## config.mk

```make
export PLATFORM = sky130hd
export DESIGN_NAME = multichannel_ema_hysteresis_reporter_unit
export DESIGN_NICKNAME = d
export VERILOG_FILES = /design/src/sv/ehr_pkg.sv /design/src/sv/ehr_chan_mem.sv /design/src/sv/ehr_pct_div.sv /design/src/sv/multichannel_ema_hysteresis_reporter_unit.sv
export SDC_FILE = /design/constraint.sdc
export NUM_CORES = 1
export LEC_CHECK = 0
export BUFFER_PORTS_ARGS = -buffer_cell sky130_fd_sc_hd__buf_2
export CAP_MARGIN = 20
export CORE_MARGIN = 2
export CORE_UTILIZATION = 46
export CTS_CLUSTER_SIZE = 8
export DETAILED_ROUTE_END_ITERATION = 10
export GPL_ROUTABILITY_DRIVEN = 0
export SYNTH_ARGS = -nofsm -noshare
export SYNTH_HDL_FRONTEND = slang
export SYNTH_SLANG_ARGS = --single-unit
```

## constraint.sdc

```tcl
create_clock -name clock -period 7.5 [get_ports clock]
set_input_delay 0 -clock clock [delete_from_list [all_inputs] [get_ports clock]]
set_output_delay 0 -clock clock [all_outputs]
set_load 0.01 [all_outputs]
```

## src/sv/ehr_pkg.sv

```systemverilog
`default_nettype none
package ehr_pkg;

   localparam int CHANNELS_DEF = 8;

   localparam int VAL_W  = 15;
   localparam int SAMP_W = 16;
   localparam int PCT_W  = 14;
   localparam int PROD_W = VAL_W + PCT_W;

   localparam logic [3:0]       EMA_SHIFT_RST  = 4'd3;
   localparam logic [VAL_W-1:0] THRESHOLD_RST  = 15'd64;
   localparam logic [VAL_W-1:0] VREF_FLOOR_RST = 15'd16;
   localparam logic [PCT_W-1:0] PCT_SCALE      = 14'd10000;

   localparam int CSR_IDX_W = 2;
   localparam logic [CSR_IDX_W-1:0] CSR_EMA_SHIFT  = 2'd0;
   localparam logic [CSR_IDX_W-1:0] CSR_THRESHOLD  = 2'd1;
   localparam logic [CSR_IDX_W-1:0] CSR_VREF_FLOOR = 2'd2;

   typedef enum logic [1:0] {
      OP_SEED   = 2'd0,
      OP_SETTLE = 2'd1,
      OP_ARM    = 2'd2,
      OP_UPDATE = 2'd3
   } op_type;

   // one channel entry of the state memory
   typedef struct packed {
      logic [VAL_W-1:0] reported;
      logic [VAL_W-1:0] raw;
      logic [VAL_W-1:0] filtered;
   } chan_state_type;

endpackage
`default_nettype wire

```

## src/sv/ehr_chan_mem.sv

```systemverilog
`default_nettype none
module ehr_chan_mem #(
   parameter int CHANNELS = ehr_pkg::CHANNELS_DEF
) (
   input  wire                              clock,
   input  wire                              reset,
   input  wire                              rd_en,
   input  wire  [((CHANNELS > 1) ? $clog2(CHANNELS) : 1)-1:0] rd_addr,
   output ehr_pkg::chan_state_type          rd_data,
   input  wire                              wr_en,
   input  wire  [((CHANNELS > 1) ? $clog2(CHANNELS) : 1)-1:0] wr_addr,
   input  ehr_pkg::chan_state_type          wr_data
);

   ehr_pkg::chan_state_type store_ff [CHANNELS];
   logic [CHANNELS-1:0]     valid_ff;
   ehr_pkg::chan_state_type rd_data_ff;
   logic                    rd_valid_ff;

   always_ff @(posedge clock) begin
      if (wr_en) begin
         store_ff[wr_addr] <= wr_data;
      end
      if (rd_en) begin
         rd_data_ff <= store_ff[rd_addr];
      end
   end

   // entries never written read as zero
   always_ff @(posedge clock) begin
      if (reset) begin
         valid_ff    <= '0;
         rd_valid_ff <= 1'b0;
      end else begin
         if (wr_en) begin
            valid_ff[wr_addr] <= 1'b1;
         end
         if (rd_en) begin
            rd_valid_ff <= valid_ff[rd_addr];
         end
      end
   end

   assign rd_data = rd_valid_ff ? rd_data_ff : '0;

endmodule
`default_nettype wire

```

## src/sv/ehr_pct_div.sv

```systemverilog
`default_nettype none
module ehr_pct_div (
   input  wire                          clock,
   input  wire                          reset,
   input  wire                          start,
   input  wire  [ehr_pkg::PROD_W-1:0]   dividend,
   input  wire  [ehr_pkg::VAL_W-1:0]    divisor,
   output logic                         done,
   output logic [ehr_pkg::PCT_W-1:0]    quotient
);

   localparam int CNT_W = $clog2(ehr_pkg::PCT_W + 1);

   logic [ehr_pkg::VAL_W-1:0] rem_ff;
   logic [ehr_pkg::PCT_W-1:0] low_ff;
   logic [ehr_pkg::VAL_W-1:0] dvs_ff;
   logic [CNT_W-1:0]          cnt_ff;
   logic                      busy_ff;
   logic                      done_ff;

   logic [ehr_pkg::VAL_W:0]   trial;
   logic                      fits;
   logic [ehr_pkg::VAL_W:0]   trial_sub;

   // restoring division, one quotient bit per cycle; dividend < divisor * 2^PCT_W
   assign trial     = {rem_ff, low_ff[ehr_pkg::PCT_W-1]};
   assign fits      = trial >= {1'b0, dvs_ff};
   assign trial_sub = trial - {1'b0, dvs_ff};

   always_ff @(posedge clock) begin
      if (reset) begin
         busy_ff <= 1'b0;
         done_ff <= 1'b0;
         cnt_ff  <= '0;
      end else begin
         done_ff <= 1'b0;
         if (start) begin
            busy_ff <= 1'b1;
            cnt_ff  <= CNT_W'(ehr_pkg::PCT_W);
         end else if (busy_ff) begin
            cnt_ff <= cnt_ff - 1'b1;
            if (cnt_ff == CNT_W'(1)) begin
               busy_ff <= 1'b0;
               done_ff <= 1'b1;
            end
         end
      end
   end

   always_ff @(posedge clock) begin
      if (start) begin
         rem_ff <= dividend[ehr_pkg::PROD_W-1:ehr_pkg::PCT_W];
         low_ff <= dividend[ehr_pkg::PCT_W-1:0];
         dvs_ff <= divisor;
      end else if (busy_ff) begin
         rem_ff <= fits ? trial_sub[ehr_pkg::VAL_W-1:0] : trial[ehr_pkg::VAL_W-1:0];
         low_ff <= {low_ff[ehr_pkg::PCT_W-2:0], fits};
      end
   end

   assign done     = done_ff;
   assign quotient = low_ff;

endmodule
`default_nettype wire

```

## src/sv/multichannel_ema_hysteresis_reporter_unit.sv

```systemverilog
// Per-channel potentiometer filter with hysteresis reporting.
// req channel: one transfer per item. tuser carries op and channel, tdata the
// sample (negative values clamp to zero) and the reference reading. Each item
// reads its channel entry from a one-port-read, one-port-write state memory,
// applies seed, settle, arm or moving-average update, writes the entry back
// and gives one rsp transfer with filtered, raw, the report flag (tuser) and
// the percent of reference in hundredths.
// Each item passes through memory read, update, hysteresis and multiply,
// divider start, the restoring divider and output; when the percent is zero
// the divider steps are skipped. One item is in flight at a time: a new item
// is taken only in the idle state, which the block reaches once the current
// item has left the output state.
// The rsp output register decouples the sides: a new item is taken while a
// result still waits, and a stalled receiver holds the block only once the
// next result is ready. Reset clears the state memory (per-entry valid bits)
// and loads the csr registers with their defaults; no clearing pass is needed.
// csr writes are taken in any cycle; write them only while the block is idle.
`default_nettype none
module multichannel_ema_hysteresis_reporter_unit #(
   parameter int CHANNELS = ehr_pkg::CHANNELS_DEF
) (
   input  wire         clock,
   input  wire         reset,
   // req_tdata: sample [15:0], vref [30:16], zero [31]
   input  wire  [31:0] req_tdata,
   // req_tuser: op [1:0], channel [4:2]
   input  wire  [4:0]  req_tuser,
   input  wire         req_tvalid,
   output logic        req_tready,
   // rsp_tdata: filtered [14:0], raw_value [29:15], percent_hundredths [43:30], zero [47:44]
   output logic [47:0] rsp_tdata,
   // rsp_tuser: reported [0]
   output logic        rsp_tuser,
   output logic        rsp_tvalid,
   input  wire         rsp_tready,
   input  wire         csr_valid,
   output logic        csr_ready,
   input  wire  [ehr_pkg::CSR_IDX_W-1:0] csr_index,
   input  wire  [ehr_pkg::VAL_W-1:0]     csr_data
);

   localparam int AW = (CHANNELS > 1) ? $clog2(CHANNELS) : 1;
   localparam int VW = ehr_pkg::VAL_W;

   typedef enum logic [2:0] {
      ST_IDLE,
      ST_READ,
      ST_CALC,
      ST_MUL,
      ST_START,
      ST_DIV,
      ST_OUT
   } state_type;

   state_type state_ff;

   logic [3:0]    shift_ff;
   logic [VW-1:0] thresh_ff;
   logic [VW-1:0] floor_ff;

   ehr_pkg::op_type op_ff;
   logic [2:0]      chan_ff;
   logic            inrange_ff;
   logic [VW-1:0]   samp_ff;
   logic [VW-1:0]   vref_ff;
   logic [VW-1:0]   f_ff;
   logic [VW-1:0]   raw_ff;
   logic [VW-1:0]   last_ff;
   logic            rep_ff;
   logic [ehr_pkg::PROD_W-1:0] prod_ff;
   logic [ehr_pkg::PCT_W-1:0]  pct_ff;

   logic [VW-1:0]              rsp_f_ff;
   logic [VW-1:0]              rsp_raw_ff;
   logic [ehr_pkg::PCT_W-1:0]  rsp_pct_ff;
   logic                       rsp_rep_ff;
   logic                       rsp_valid_ff;

   ehr_pkg::chan_state_type cur;
   ehr_pkg::chan_state_type wr_data;
   logic                    mem_rd_en;
   logic                    mem_wr_en;
   logic [AW-1:0]           mem_addr;

   logic signed [VW:0]      ema_diff;
   logic signed [VW:0]      ema_step;
   logic signed [VW:0]      ema_sum;
   logic [VW:0]             avg_sum;
   logic [VW-1:0]           f_in;
   logic [VW-1:0]           raw_in;

   logic [VW-1:0]              last_diff;
   logic                       hit;
   logic [VW-1:0]              rep_in;
   logic [VW-1:0]              counts;
   logic [ehr_pkg::PROD_W-1:0] prod_in;
   logic                       pct_zero;

   logic                       div_done;
   logic [ehr_pkg::PCT_W-1:0]  div_quot;

   logic req_xfer;
   logic out_free;

   assign req_tready = (state_ff == ST_IDLE);
   assign req_xfer   = req_tvalid && req_tready;
   assign csr_ready  = 1'b1;
   assign out_free   = !rsp_valid_ff || rsp_tready;

   assign mem_addr  = AW'(chan_ff);
   assign mem_rd_en = (state_ff == ST_READ);
   assign mem_wr_en = (state_ff == ST_MUL) && inrange_ff;

   ehr_chan_mem #(
      .CHANNELS (CHANNELS)
   ) u_mem (
      .clock   (clock),
      .reset   (reset),
      .rd_en   (mem_rd_en),
      .rd_addr (mem_addr),
      .rd_data (cur),
      .wr_en   (mem_wr_en),
      .wr_addr (mem_addr),
      .wr_data (wr_data)
   );

   ehr_pct_div u_div (
      .clock    (clock),
      .reset    (reset),
      .start    (state_ff == ST_START),
      .dividend (prod_ff),
      .divisor  (vref_ff),
      .done     (div_done),
      .quotient (div_quot)
   );

   // channel update; arithmetic shift gives the rounded-down step for negative differences
   always_comb begin
      ema_diff = $signed({1'b0, samp_ff}) - $signed({1'b0, cur.filtered});
      ema_step = ema_diff >>> shift_ff;
      ema_sum  = $signed({1'b0, cur.filtered}) + ema_step;
      avg_sum  = {1'b0, cur.filtered} + {1'b0, samp_ff};
      case (op_ff)
         ehr_pkg::OP_SEED: begin
            f_in   = samp_ff;
            raw_in = samp_ff;
         end
         ehr_pkg::OP_SETTLE: begin
            f_in   = avg_sum[VW:1];
            raw_in = cur.raw;
         end
         ehr_pkg::OP_ARM: begin
            f_in   = cur.filtered;
            raw_in = cur.raw;
         end
         ehr_pkg::OP_UPDATE: begin
            f_in   = ema_sum[VW-1:0];
            raw_in = samp_ff;
         end
         default: begin
            f_in   = cur.filtered;
            raw_in = cur.raw;
         end
      endcase
   end

   // hysteresis and percent operand
   always_comb begin
      last_diff = (f_ff > last_ff) ? (f_ff - last_ff) : (last_ff - f_ff);
      hit       = (op_ff == ehr_pkg::OP_UPDATE) && (last_diff >= thresh_ff);
      if (hit || (op_ff == ehr_pkg::OP_ARM)) begin
         rep_in = f_ff;
      end else begin
         rep_in = last_ff;
      end
      counts   = (f_ff > vref_ff) ? vref_ff : f_ff;
      prod_in  = ehr_pkg::PROD_W'(counts) * ehr_pkg::PROD_W'(ehr_pkg::PCT_SCALE);
      pct_zero = !inrange_ff || (vref_ff < floor_ff) || (vref_ff == '0);
      wr_data.reported = rep_in;
      wr_data.raw      = raw_ff;
      wr_data.filtered = f_ff;
   end

   always_ff @(posedge clock) begin
      if (reset) begin
         state_ff     <= ST_IDLE;
         rsp_valid_ff <= 1'b0;
         shift_ff     <= ehr_pkg::EMA_SHIFT_RST;
         thresh_ff    <= ehr_pkg::THRESHOLD_RST;
         floor_ff     <= ehr_pkg::VREF_FLOOR_RST;
      end else begin
         if (csr_valid && csr_ready) begin
            case (csr_index)
               ehr_pkg::CSR_EMA_SHIFT:  shift_ff  <= csr_data[3:0];
               ehr_pkg::CSR_THRESHOLD:  thresh_ff <= csr_data;
               ehr_pkg::CSR_VREF_FLOOR: floor_ff  <= csr_data;
               default: ;
            endcase
         end

         if ((state_ff == ST_OUT) && out_free) begin
            rsp_valid_ff <= 1'b1;
         end else if (rsp_tready) begin
            rsp_valid_ff <= 1'b0;
         end

         case (state_ff)
            ST_IDLE: begin
               if (req_xfer) begin
                  state_ff <= ST_READ;
               end
            end
            ST_READ: begin
               state_ff <= ST_CALC;
            end
            ST_CALC: begin
               state_ff <= ST_MUL;
            end
            ST_MUL: begin
               state_ff <= pct_zero ? ST_OUT : ST_START;
            end
            ST_START: begin
               state_ff <= ST_DIV;
            end
            ST_DIV: begin
               if (div_done) begin
                  state_ff <= ST_OUT;
               end
            end
            ST_OUT: begin
               if (out_free) begin
                  state_ff <= ST_IDLE;
               end
            end
            default: begin
               state_ff <= ST_IDLE;
            end
         endcase
      end
   end

   // item payload registers
   always_ff @(posedge clock) begin
      if (req_xfer) begin
         op_ff      <= ehr_pkg::op_type'(req_tuser[1:0]);
         chan_ff    <= req_tuser[4:2];
         inrange_ff <= 32'(req_tuser[4:2]) < 32'(CHANNELS);
         samp_ff    <= req_tdata[15] ? '0 : req_tdata[VW-1:0];
         vref_ff    <= req_tdata[30:16];
      end
      if (state_ff == ST_CALC) begin
         f_ff    <= f_in;
         raw_ff  <= raw_in;
         last_ff <= cur.reported;
      end
      if (state_ff == ST_MUL) begin
         rep_ff  <= hit;
         prod_ff <= prod_in;
         pct_ff  <= '0;
      end
      if ((state_ff == ST_DIV) && div_done) begin
         pct_ff <= div_quot;
      end
      if ((state_ff == ST_OUT) && out_free) begin
         rsp_f_ff   <= inrange_ff ? f_ff   : '0;
         rsp_raw_ff <= inrange_ff ? raw_ff : '0;
         rsp_rep_ff <= inrange_ff && rep_ff;
         rsp_pct_ff <= pct_ff;
      end
   end

   assign rsp_tvalid = rsp_valid_ff;
   assign rsp_tdata  = {4'b0000, rsp_pct_ff, rsp_raw_ff, rsp_f_ff};
   assign rsp_tuser  = rsp_rep_ff;

endmodule
`default_nettype wire

```

After elaboration in Yosys (flattened, before gate mapping). Memory sizes are Yosys's and may differ from the RTL's. A register that Yosys moved wholly into a read port is not among the register bits. Index checks and enable logic that the tools add are counted.

Bits of input ports: 59. Bits in read-only memories: 0. Memories kept: 1. RAM bits: 360. Bits in latches: 0. Register bits after elaboration: 262.

Memories: u_mem.store_ff (words 8, width 45, rd ports 1, clocked after Yosys merged registers in 1, wr ports 1, line ehr_chan_mem.sv:15) `ehr_pkg::chan_state_type store_ff [CHANNELS];`.

$add $sub $neg: 7. Multipliers: 1. Multiplexer cells: 32. Reductions and logical operators: 24. Eq/ne operators: 15. Bitwise operators: 2. Shift operators: 1. Divide/modulo/power cells: 0. $lt $le $gt $ge: 7.

Operator list (count): 15-bit 2-to-1 mux (6); 15-bit one-hot mux with 4 select lines (1); 14-bit 2-to-1 mux (4); 15-bit subtractor (3); 15-bit greater-than comparator (2); 30-bit 2-to-1 mux (1); 15-bit one-hot mux with 2 select lines (1); 15-bit by 10-bit multiplier with 25-bit output, second input constant (1); 3-bit one-hot mux with 7 select lines (1); 15-bit by 15-bit adder with 16-bit output (1); 16-bit by 15-bit >= comparator with 1-bit output (1); 16-bit by 4-bit >>> shifter with 15-bit output (1); 15-bit by 15-bit subtractor with 16-bit output (1); 15-bit adder (1); 15-bit >= comparator (1); 15-bit zero test (1); 15-bit < comparator (1); 1-bit 2-to-1 mux (10); 3-bit == test, second input constant (3); 3-bit 2-to-1 mux (3); 4-bit 2-to-1 mux (2); 8-bit bitwise OR (1); 2-bit == test, second input constant (3); 3-bit by 2-bit == test with 1-bit output, second input constant (2); 22 further kinds (37).

Longest topological paths before layout.
Depth after elaboration: 6. Gate-level depth with buffers: 32. Gate-level depth less buffers: 31.

By module. A second synthesis with hierarchy kept.

Cells, all modules: 2426. Area, all modules: 33562.2 µm².

Modules (own cells, without submodules): ehr_chan_mem (area each 15546.2 µm², instances 1, cells each 655, sequential area each 12341.8 µm²); multichannel_ema_hysteresis_reporter_unit (area each 15108.2 µm², instances 1, cells each 1511, sequential area each 5715.5 µm²); ehr_pct_div (area each 2907.8 µm², instances 1, cells each 260, sequential area each 1441.4 µm²).

Worst setup path before layout. Ideal clock, no wire load.

Kind: reg-to-reg. Start point: reg f_ff[1]. End point: reg prod_ff[27] (netlist name) (data pin). Data required time: 7.242 ns. Buffers on the path: 1. Arrival: 6.520 ns. Cell stages (with the launch flop): 28. Setup slack: 0.722 ns. Cells stage by stage: edfxtp_1 ha_1 nor2b_1 o21a_1 o21a_1 o21a_1 o21a_1 o21ai_0 a21oi_1 o21ai_1 buf_2 mux2i_1 fa_1 inv_1 ha_1 fa_1 ha_1 fa_1 ha_1 and2_1 nand3_1 o21ai_0 nor2_1 a211oi_1 nor3_1 o41ai_1 a21oi_1 xnor2_1.

Word-level cells in the longest chain between the ends: 3.

Ends and longest elaborated chain: from (decl) (line multichannel_ema_hysteresis_reporter_unit.sv:66) `logic [VW-1:0] f_ff;`; from (signal assigned) (line multichannel_ema_hysteresis_reporter_unit.sv:252) `f_ff <= f_in;`; 15-bit greater-than comparator (line multichannel_ema_hysteresis_reporter_unit.sv:176) `counts = (f_ff > vref_ff) ? vref_ff : f_ff;`; 15-bit 2-to-1 mux (*) (line multichannel_ema_hysteresis_reporter_unit.sv:176); 15-bit by 10-bit multiplier with 25-bit output (*) (line multichannel_ema_hysteresis_reporter_unit.sv:177) `prod_in = ehr_pkg::PROD_W'(counts) * ehr_pkg::PROD_W'(ehr_pkg::PCT_SCALE);`; named net prod_in (one bit) (line multichannel_ema_hysteresis_reporter_unit.sv:96) `logic [ehr_pkg::PROD_W-1:0] prod_in;`; to (signal assigned) (line multichannel_ema_hysteresis_reporter_unit.sv:258) `prod_ff <= prod_in;`; to (decl) (line multichannel_ema_hysteresis_reporter_unit.sv:70) `logic [ehr_pkg::PROD_W-1:0] prod_ff;`.

The timed path passes the listed nets; every way through them passes the cells marked *. A chain may end at the register's enable or synchronous reset.

Worst setup path after layout.
Start point: reg vref_ff[1]. End point: reg prod_ff[28] (netlist name) (data pin).

Word-level cells in the longest chain between the ends: 3.

Ends and longest elaborated chain: from (decl) (line multichannel_ema_hysteresis_reporter_unit.sv:65) `logic [VW-1:0] vref_ff;`; from (signal assigned) (line multichannel_ema_hysteresis_reporter_unit.sv:249) `vref_ff <= req_tdata[30:16];`; 15-bit greater-than comparator (line multichannel_ema_hysteresis_reporter_unit.sv:176); 15-bit 2-to-1 mux (*) (line multichannel_ema_hysteresis_reporter_unit.sv:176); 15-bit by 10-bit multiplier with 25-bit output (*) (line multichannel_ema_hysteresis_reporter_unit.sv:177); named net prod_in (one bit) (line multichannel_ema_hysteresis_reporter_unit.sv:96).

Marks and branches as above.

==> reports/results.ini <==
[route]
detail_route.iter0.violations=2183
via_count=22000
vias_per_cell=5.80
routedWlPerCell_um=23.8
drc=0
ant_nets=0
drt-pass1-iter-count=6
routed_wl_um=90200

[yosys]
syn-cell-area_um2=32600
synthesis.yosys.warnings=0
synthFlopType=edfxtp_1
synth_sequential_area_ratio_pct=59.8
ys_seq_elements=667
synthDistinctLibCells=86
synth_area_leaders=edfxtp_1, ha_1, a22oi_1
synth_cells=2566
synth-edff-count=614
synth_area_leader_cell=edfxtp_1
post_synthesis_average_cell_area_um2=12.7
synth_async_sr_flop_share_pct=0
synth_top_area_share_pct=56.5

[layout]
layout.cell_area.non_filler_um2=38000
antenna_cells=0
area.growth.synth_to_final_pct=16.5
fill_cells=5894
layout.core_utilization_pct=54.2
multi_input_area_um2=11900
area.sequential_um2=19500
nNetsFinal=3104
drive_above_1_share_pct=12.2
finalNonFillerCells=3787

[critical_path]
end_kind=flip-flop
timing.critical_path.fanout_max=6
critical_path_required_ns=7.89
worstPathArrival_ns=7.44
slowest_stage_delay_on_critical_path_ns=0.57
critical_path_class=flip-flop to flip-flop
worst_path_slowest_cell=mux2i_1
crit_top_cell=ha_1
worstSetupStartpointType=flip-flop

[timing]
final-hold-violation-count=0
setup_viol=0
fmax_mhz=142
grt_setup_unrepaired=false
tightest_slew_ns=1.01
finalHoldWorstSlack_ns=0.0371
worst_slack_ns=0.452
timing_max_transition_violations_final=0
relSlewSlack_pct=32.3
timing.clock.skew_ns=0.0476
period_needed_ns=7.05
timing.final.crit_share_pct=94.0
finalSetupTns_ns=0

[global_routing]
maximum_number_of_pins_on_one_net_before_global_route_repair=56
first_global_vias=21800
grt_overflow_total=0
track_usage_pct=24.3
antenna_found_initial=2
grt_pass1_wl_um=135000

[clock_tree]
cts-root-to-sink-buffers=3
cts_max_level=3
cts_num_sinks=667
cts.reportedPaths.clkPinSlew_ns=0.05
cts-root-buf=clkbuf_16
clk_latency_ns=0.69
clock_tree_from_tritoncts=built
numCtsBuffers=94

[placement]
dp_worst_setup_slack_ns=0.153
placed_cells_incl_taps=3569
place.port_buffers=104
placedInstanceArea_um2=34400
post-dp-hpwl_um=58900

[flow_run]
max-cap-violations=0

[die]
initial_core_util_pct=46.5
floorplan.core_area_um2=70100
fp-row-count=97
io_pins=111
dieArea_um2=73000
die_width_um=270
die-height_um=270

[run_status]
outcome=complete, no violations

[power]
leakage_nw=14.4
worst_ir_drop_vdd_mv=0.403
report.power.total_mw=13.0
power.density_nw_per_um2=342

[worst_hold_path]
hold_path_class=primary input to flip-flop

==> logic make-up after synthesis <==
logic type	count (synthesis)	share of synthesized area [%]
XOR/XNOR	74	1.99
flip-flops	667	59.8
AO/OA/AOI/OAI	589	12.4
buffers and inverters	327	3.94
multiplexers	90	2.98
other	2	0.0230
AND/OR/NAND/NOR	574	8.65
adder cells (fa/ha/maj)	243	10.2
==> worst max-delay path, delay by kind of cell (launching register included) <==
family	cells	cell delay (ns)
buf+inv	4	0.40
mux	1	0.57
flops	1	0.44
simple gates	3	0.41
fa+ha+maj	7	2.54
xor+xnor	1	0.08
compound gates	13	2.36
==> cell type report <==
class	instances	share of cell area, %
inverter	215	2.12
multi-input combinational	1575	31.4
tap	940	3.09
sequential	667	51.3
clock inverter	9	0.606
timing repair buffer	249	4.83
clock buffer	132	6.62
==> power by group <==
group	leakage, nW	total [mW]	switching (mW)	internal [mW]
sequential	5.99	4.57	0.100	4.47
combinational	7.11	4.50	2.64	1.86
clock	1.31	3.93	1.58	2.35
total	14.4	13.0	4.31	8.68
==> routing by layer <==
| metal | track usage (%) | vias up | wire (um) |
|---|---|---|---|
| met3 | 3.66 | 141 | 5880 |
| met1 | 35.0 | 11000 | 40700 |
| met5 | 0 | - | 0 |
| li1 | - | 10000 | - |
| met2 | 38.2 | 833 | 41400 |
| met4 | 7.50 | 0 | 2260 |
==> final timing paths <==
check | from | end | slack (ns) | cells after the start
worst max register to register | vref_ff[1] | prod_ff[28] | 0.45 | 29
worst max-delay path | vref_ff[1] | prod_ff[28] | 0.45 | 29
worst min register to register | pct_ff[11] | rsp_pct_ff[11] | 0.41 | 0
worst min-delay path | req_tuser[2] | chan_ff[0] | 0.04 | 2
==> sequential cells by signal, indices dropped and copies added, names as in the netlist, 8 cells and up <==
| name | count |
|---|---|
| f_ff | 15 |
| last_ff | 15 |
| u_mem.valid_ff | 8 |
| rsp_raw_ff | 15 |
| rsp_f_ff | 15 |
| u_div.rem_ff | 15 |
| u_div.quotient | 14 |
| floor_ff | 15 |
| u_mem.store_ff | 360 |
| pct_ff | 14 |
| u_mem.rd_data_ff | 45 |
| prod_ff | 25 |
| vref_ff | 15 |
| samp_ff | 15 |
| u_div.dvs_ff | 15 |
| thresh_ff | 15 |
| raw_ff | 15 |
| rsp_pct_ff | 14 |
==> cell usage after synthesis (10+ instances only) <==
cell,count
edfxtp_1,614
inv_1,213
ha_1,205
a22oi_1,190
nand2_1,182
a21oi_1,134
nor2_1,117
clkbuf_1,84
mux2i_1,74
o21ai_0,68
nand4_1,58
xnor2_1,55
dfxtp_1,53
and2_1,46
fa_1,38
nor2b_1,37
nor3_1,36
a21o_1,34
nand3_1,20
xor2_1,19
nand2b_1,18
a211oi_1,15
o21a_1,15
a31oi_1,12
o21bai_1,12
and3_1,10
mux2_2,10
o211ai_1,10
or3_1,10
==> cells in the final DEF (no fill, tap or decap), types with 14 or more instances in the layout <==
master         instances
a22oi_1              190
fa_1                  38
and2_1                38
nor2_1               115
nand2_1              182
o21a_1                15
a21oi_1              134
a21o_1                34
clkbuf_16             94
o21ai_0               68
clkbuf_1              36
nor2b_1               35
a211oi_1              14
nand2b_1              18
nor3_1                33
dlygate4sd3_1         72
nand3_1               20
ha_1                 205
buf_2                104
mux2i_1               73
inv_1                213
nand4_1               58
dfxtp_1               53
xnor2_1               55
edfxtp_1             614
xor2_1                19
buf_4                 70
==> timing repair <==
item                       4_1_cts  5_1_grt
setup endpoints to repair        0        3
setup buffers                    0        3
hold endpoints to repair        85       47
gates resized for setup          0        3
hold buffers                    71        1
Power figures use the tool's default switching activity.
